<file path="src/hw/rtl/vpw_pkg.sv">
`default_nettype none
// ----------------------------------------------------------------------------
// vpw_pkg
// Shared types and constants of the vertex position welder.
// ----------------------------------------------------------------------------
package vpw_pkg;

  localparam int MAX_UNIQUE = 1024;
  localparam int IDX_W      = $clog2(MAX_UNIQUE);
  localparam int CNT_W      = $clog2(MAX_UNIQUE + 1);
  localparam int COORD_W    = 32;
  localparam int TOL_W      = 16;
  localparam int UIDX_W     = 10;

  localparam logic [TOL_W-1:0] TOL_RESET = TOL_W'(7);

  localparam int IN_TDATA_W  = 3 * COORD_W;
  localparam int OUT_TDATA_W = ((UIDX_W + 7) / 8) * 8;

  typedef struct packed {
    logic signed [COORD_W-1:0] z;
    logic signed [COORD_W-1:0] y;
    logic signed [COORD_W-1:0] x;
  } pos_t;

  typedef struct packed {
    logic             we;
    logic [IDX_W-1:0] waddr;
    pos_t             wdata;
    logic             re;
    logic [IDX_W-1:0] raddr;
  } ram_req_t;

  typedef struct packed {
    logic [UIDX_W-1:0] index;
    logic              added;
    logic              overflow;
  } weld_res_t;

endpackage : vpw_pkg
`default_nettype wire

</file>
<file path="src/hw/rtl/vpw_match.sv">
`default_nettype none
// ----------------------------------------------------------------------------
// vpw_match
// Per-axis tolerance compare of one stored position against the probe.
// ----------------------------------------------------------------------------
module vpw_match (
  input  wire vpw_pkg::pos_t                stored,
  input  wire vpw_pkg::pos_t                probe,
  input  wire logic [vpw_pkg::TOL_W-1:0]    tol,
  output logic                              hit
);
  import vpw_pkg::*;

  function automatic logic axis_close(input logic signed [COORD_W-1:0] s,
                                      input logic signed [COORD_W-1:0] p,
                                      input logic [TOL_W-1:0]          t);
    logic signed [COORD_W:0] diff;
    logic signed [COORD_W:0] lim;
    diff = $signed({s[COORD_W-1], s}) - $signed({p[COORD_W-1], p});
    lim  = $signed({{(COORD_W + 1 - TOL_W){1'b0}}, t});
    return (diff <= lim) && (diff >= -lim);
  endfunction

  // difference is formed at one extra bit so it never wraps
  assign hit = axis_close(stored.x, probe.x, tol) &&
               axis_close(stored.y, probe.y, tol) &&
               axis_close(stored.z, probe.z, tol);

endmodule : vpw_match
`default_nettype wire

</file>
<file path="src/hw/rtl/vpw_weld_ctrl.sv">
`default_nettype none
// ----------------------------------------------------------------------------
// vpw_weld_ctrl
// Search sequencer: streams stored entries out of the ram, compares each one,
// appends on a miss unless the table is full, and holds the result until the output stage takes it.
// ----------------------------------------------------------------------------
module vpw_weld_ctrl (
  input  wire logic                       clk,
  input  wire logic                       rst_n,
  input  wire logic                       in_valid,
  output logic                            in_ready,
  input  wire vpw_pkg::pos_t              in_pos,
  input  wire logic                       in_start,
  input  wire logic [vpw_pkg::TOL_W-1:0]  tol,
  output vpw_pkg::ram_req_t               ram_req,
  input  wire vpw_pkg::pos_t              ram_rdata,
  output logic                            res_valid,
  input  wire logic                       res_ready,
  output vpw_pkg::weld_res_t              res
);
  import vpw_pkg::*;

  typedef enum logic [2:0] {
    ST_IDLE   = 3'b001,
    ST_SEARCH = 3'b010,
    ST_DONE   = 3'b100
  } state_t;

  localparam logic [CNT_W-1:0] CNT_FULL = CNT_W'(MAX_UNIQUE);

  state_t           state_r, state_nxt;
  logic [CNT_W-1:0] cnt_r, cnt_nxt;
  logic [CNT_W-1:0] iss_r, iss_nxt;
  logic             rd_vld_r, rd_vld_nxt;
  logic [IDX_W-1:0] rd_idx_r, rd_idx_nxt;
  pos_t             probe_r, probe_nxt;
  weld_res_t        res_r, res_nxt;
  logic             hit;

  vpw_match u_match (
    .stored (ram_rdata),
    .probe  (probe_r),
    .tol    (tol),
    .hit    (hit)
  );

  always_comb begin
    state_nxt     = state_r;
    cnt_nxt       = cnt_r;
    iss_nxt       = iss_r;
    rd_vld_nxt    = rd_vld_r;
    rd_idx_nxt    = rd_idx_r;
    probe_nxt     = probe_r;
    res_nxt       = res_r;
    in_ready      = 1'b0;
    res_valid     = 1'b0;
    ram_req       = '0;
    ram_req.waddr = cnt_r[IDX_W-1:0];
    ram_req.wdata = probe_r;
    ram_req.raddr = iss_r[IDX_W-1:0];

    unique case (state_r)
      ST_IDLE: begin
        in_ready = 1'b1;
        if (in_valid) begin
          probe_nxt  = in_pos;
          cnt_nxt    = in_start ? '0 : cnt_r;
          iss_nxt    = '0;
          rd_vld_nxt = 1'b0;
          state_nxt  = ST_SEARCH;
        end
      end

      ST_SEARCH: begin
        // issue the next read while the previous entry is compared
        if (iss_r < cnt_r) begin
          ram_req.re = 1'b1;
          iss_nxt    = iss_r + CNT_W'(1);
          rd_vld_nxt = 1'b1;
          rd_idx_nxt = iss_r[IDX_W-1:0];
        end else begin
          rd_vld_nxt = 1'b0;
        end

        if (rd_vld_r && hit) begin
          res_nxt.index    = UIDX_W'(rd_idx_r);
          res_nxt.added    = 1'b0;
          res_nxt.overflow = 1'b0;
          state_nxt        = ST_DONE;
        end else if (iss_r >= cnt_r) begin
          if (cnt_r == CNT_FULL) begin
            res_nxt.index    = '0;
            res_nxt.added    = 1'b0;
            res_nxt.overflow = 1'b1;
          end else begin
            ram_req.we       = 1'b1;
            res_nxt.index    = UIDX_W'(cnt_r[IDX_W-1:0]);
            res_nxt.added    = 1'b1;
            res_nxt.overflow = 1'b0;
            cnt_nxt          = cnt_r + CNT_W'(1);
          end
          state_nxt = ST_DONE;
        end
      end

      ST_DONE: begin
        res_valid = 1'b1;
        if (res_ready) begin
          state_nxt = ST_IDLE;
        end
      end

      default: begin
        state_nxt = ST_IDLE;
      end
    endcase
  end

  always_ff @(posedge clk) begin
    if (!rst_n) begin
      state_r  <= ST_IDLE;
      cnt_r    <= '0;
      iss_r    <= '0;
      rd_vld_r <= 1'b0;
    end else begin
      state_r  <= state_nxt;
      cnt_r    <= cnt_nxt;
      iss_r    <= iss_nxt;
      rd_vld_r <= rd_vld_nxt;
    end
  end

  always_ff @(posedge clk) begin
    rd_idx_r <= rd_idx_nxt;
    probe_r  <= probe_nxt;
    res_r    <= res_nxt;
  end

  assign res = res_r;

endmodule : vpw_weld_ctrl
`default_nettype wire

</file>
<file path="config.mk">
export PLATFORM = sky130hd
export DESIGN_NAME = vpw_weld_ctrl
export DESIGN_NICKNAME = d
export VERILOG_FILES = /design/src/hw/rtl/vpw_pkg.sv /design/src/hw/rtl/vpw_match.sv /design/src/hw/rtl/vpw_weld_ctrl.sv
export SDC_FILE = /design/constraint.sdc
export NUM_CORES = 1
export LEC_CHECK = 0
export BUFFER_PORTS_ARGS = -buffer_cell sky130_fd_sc_hd__buf_4
export CORE_ASPECT_RATIO = 1.25
export CORE_MARGIN = 5
export CORE_UTILIZATION = 30
export DETAILED_ROUTE_END_ITERATION = 12
export GPL_TIMING_DRIVEN = 0
export PLACE_DENSITY_LB_ADDON = 0.1
export RECOVER_POWER = 100
export SYNTH_ARGS = -nofsm -noshare
export SYNTH_HDL_FRONTEND = slang
export SYNTH_SLANG_ARGS = --single-unit
</file>
<file path="constraint.sdc">
create_clock -name clk -period 9.1 [get_ports clk]
set_input_delay 1.82 -clock clk [delete_from_list [all_inputs] [get_ports clk]]
set_output_delay 1.82 -clock clk [all_outputs]
set_load 0.02 [all_outputs]
</file>
==> results by group <==
Run status
  – Status: complete, but fails checks
  – Failing checks: max-capacitance violations, max-slew violations

Final layout
  – Commonest non-fill, non-tap cell in the layout: ha_1
  – # fillers: 5197
  – Syn-to-layout area delta: 24.6%
  – Nets: 2567
  – Final design utilization: 37.6%
  – Layout cell share with drive strength beyond 1: 15.6%
  – Post-route cell area: 18600 sq um
  – Final Non-Filler Cells: 2760
  – Most frequent cells in the layout: ha_1, inv_1, nand2_1

Clock network
  – CTS Sinks: 144
  – Cts hold-fix bufs: 0
  – Root Driver: clkbuf_16
  – CTS HTree Levels: 4
  – Max clock buf depth: 2
  – Clock Pin Slew Worst Setup and Hold Paths: 0.08 ns
  – CTS Buf Count: 17
  – Clk_lat worst skew: 0.49 ns
  – CTS tree: built

Worst setup path
  – CP required: between 7 and 8 ns
  – Critical Path Stages: 23
  – CP Launch Point: ram_rdata[64]
  – Worst setup SP type: primary input
  – Worst R2R End: cnt_r[3]$_SDFFE_PN0P_
  – Crit-path leading delay family: compound AO/OA/AOI/OAI gates
  – R2R depth: 10
  – Crit path buffers/inverters: 3
  – Setup Crit Path Kind: in -> out
  – Worst EP arrival: 6.87 ns
  – Worst path max stage delay: ~0.48 ns
  – Max Fanout on Critical Path: 4
  – Crit end category: output pin
  – R2R Setup Slk: 2.44 ns
  – Slowest cell on crit path: a221oi_1
  – Cell Chain, Critical Path: clkbuf_4 > inv_1 > ha_1 > fa_1 > nand2b_1 > a21oi_4 > o21bai_1 > a211o_1 > a211oi_2 > o211ai_1 > a21boi_0 > nor2_1 > ha_1 > a21oi_1 > o21ai_0 > a221oi_1 > a211oi_1 > o31ai_1 > nor3_2 > nor4b_4 > nand2b_1 > nor3b_1 > buf_4
  – Reg-to-reg startpoint: state_r[0]$_SDFFE_PN1P_
  – Crit path to: ram_req[117]

Global routing
  – GRT Total Usage: a little under a fifth
  – GR Overflow Total: 0
  – Vias in the first global route: approximately 14000
  – First-pass GRT wire length: around 80000 um
  – Antenna violations before repair: 1
  – Largest net degree at the start of global routing: 63

Synthesis
  – Synth cell types: 80
  – Syn Area/Cell: ~8.6 sq um
  – Number of flops mapped to enable cells by yosys: 118
  – Asr flop ratio synth: 0%
  – Synth warn: 0
  – FF+latch count, synth: 144
  – Sequential share of the synthesized area: 27.3%
  – Synth Flop Type: edfxtp_1
  – Synthesized area: 14900 sq um
  – Mapped Nets: approximately 2200
  – Post-synthesis cell count: 1729

Floorplan
  – Die H: 259 um
  – Initial Utilization: 30.2%
  – IO Pins: 345
  – Die Wd: 209 um
  – # rows: 91
  – Core area: about 50000 sq um
  – Die ar.: 54200 sq um

Power and ir drop
  – Pleak: approximately 8.3 nW
  – Worst ir drop on vdd: 0.000128 V
  – Total power: 2.59 mW
  – Pwr dens: 140 nW/um^2

Placed design
  – Placed instance area: 18300 sq um
  – PortBufs: 343
  – Routability cong.: 0.865
  – DP Worst Slack: -0.436 ns
  – Placed cells: 2726
  – DP HPWL: 43500 um

Route
  – Wire length per cell: between 15 and 20 um
  – Final antenna-violating net count: 0
  – DR vias/cell: 5.12
  – Pre-antenna DRT Iters: 5
  – Remaining DRCs: 0
  – Drt initial violations: 701
  – DRT Wirelength: approximately 51000 um
  – Via count: 14100

STA
  – Final setup fails: 0
  – Count of pins over their slew limit: 103
  – Relative slew slack: -137%
  – Worst-Margin Slew: 3.56 ns
  – Final hold vios: 0
  – Fin crit share: 95.5%
  – Crit path setup slack, layout: 0.412 ns
  – Fmax achieved: 115 MHz
  – Final clock skew: 0.0126 ns
  – RSZ-0062 raised after global routing: no
  – Period minus WS final: just under 9 ns

Run
  – Max-Cap Viols: 2

Hold path
  – Min-delay src: iss_r[10]$_SDFFE_PN0P_
  – Worst Hold Class: reg -> reg
  – Hold Crit Depth: 2
[where the power goes]
part           switching (mW)  internal, mW
clock                   0.359         0.395
sequential             0.0186         0.755
combinational           0.645         0.419
[worst reg2reg max path, stage by stage (launching register included)]
cell,delay [ns]
dfxtp_1,0.37
nor3b_1,0.31
nand2_1,0.22
clkinvlp_2,1.14
clkbuf_1,2.52
nand2_1,0.38
a21boi_0,0.29
a21oi_1,0.21
clkbuf_1,0.39
nor4b_1,0.35
mux2_1,0.35
[kinds of logic after synthesis]
family	count (synthesis)	synth area share, %
adders and majority gates	259	21.9
DFF	144	27.3
AOI/OAI and AO/OA	482	20.8
and+or+nand+nor	517	17.3
xor gates and xnor gates	96	5.65
buffers and inverters	220	6.26
muxes	11	0.807
[flip-flops by register name, indices dropped and copies added, names as in the netlist]
register,flops
ram_req,96
rd_vld_r,1
iss_r,11
res,12
rd_idx_r,10
state_r,3
cnt_r,11
[stage by stage]
| stage | setup TNS, ns | hold WS [ns] |
|---|---|---|
| after global routing | 0 | 0.541 |
| after floorplan | 0 | 0.462 |
| after CTS | 0 | 0.502 |
| after detailed placement | -0.436 | 0.489 |
| after global placement | -0.831 | 0.475 |
| final | 0 | 0.508 |
[worst min-delay path by stage]
| stage | to | slack, ns |
|---|---|---|
| 3_3_place_gp | iss_r[10]$_SDFFE_PN0P_ | 0.48 |
| 4_1_cts | iss_r[10]$_SDFFE_PN0P_ | 0.50 |
| 6_report | iss_r[10]$_SDFFE_PN0P_ | 0.51 |
| 3_5_place_dp | iss_r[10]$_SDFFE_PN0P_ | 0.49 |
| 2_1_floorplan | iss_r[10]$_SDFFE_PN0P_ | 0.46 |
| 5_1_grt | iss_r[10]$_SDFFE_PN0P_ | 0.54 |
[Yosys cell counts, drive strengths merged, types with 7 or more instances]
master	n	area [sq um]
o21bai	13	97.6
inv	161	604
and4	7	61.3
xnor2	64	561
nand4	51	319
o211ai	24	180
nand3	39	195
nand2	152	573
buf	34	234
edfxtp	118	3540
a31oi	14	87.6
ha	256	3200
a21o	71	533
nor2b	18	113
nor4	33	206
nand2b	23	144
a21boi	7	52.6
nor3	24	120
o21ai	109	549
clkbuf	25	93.8
or3	12	75.1
and3	10	62.6
a21oi	142	737
dfxtp	26	521
nor2	114	428
a211oi	25	193
xor2	32	280
and2	7	43.8
o21a	18	135
a2111oi	8	82.6
[layout make-up]
class	instances	area, sq um	share of cell area, %
clock inverter	15	191	1.03
antenna	1	2.50	0.0135
clock buffer	17	425	2.29
buffer	59	328	1.77
inverter	161	606	3.26
multi-input combinational	1365	9970	53.7
sequential	144	4060	21.9
timing repair buffer	347	2150	11.6
tap	651	815	4.39
[layer usage]
layer | up-vias | wire, um | global-route usage (%)
met2 | 361 | 25800 | 33.3
met1 | 6596 | 21300 | 21.9
li1 | 7110 | - | -
met5 | - | 0 | 0
met4 | 0 | 1090 | 5.42
met3 | 60 | 3020 | 4.67
[repair_timing]
| action | 4_1_cts | 5_1_grt |
|---|---|---|
| setup endpoints to repair | 1 | 1 |
| buffers inserted | 1 | 0 |
| endpoints found under the hold margin | 0 | 0 |
| gates resized for setup | 3 | 10 |
| cloned | 0 | 0 |
Power figures use the tool's default switching activity.
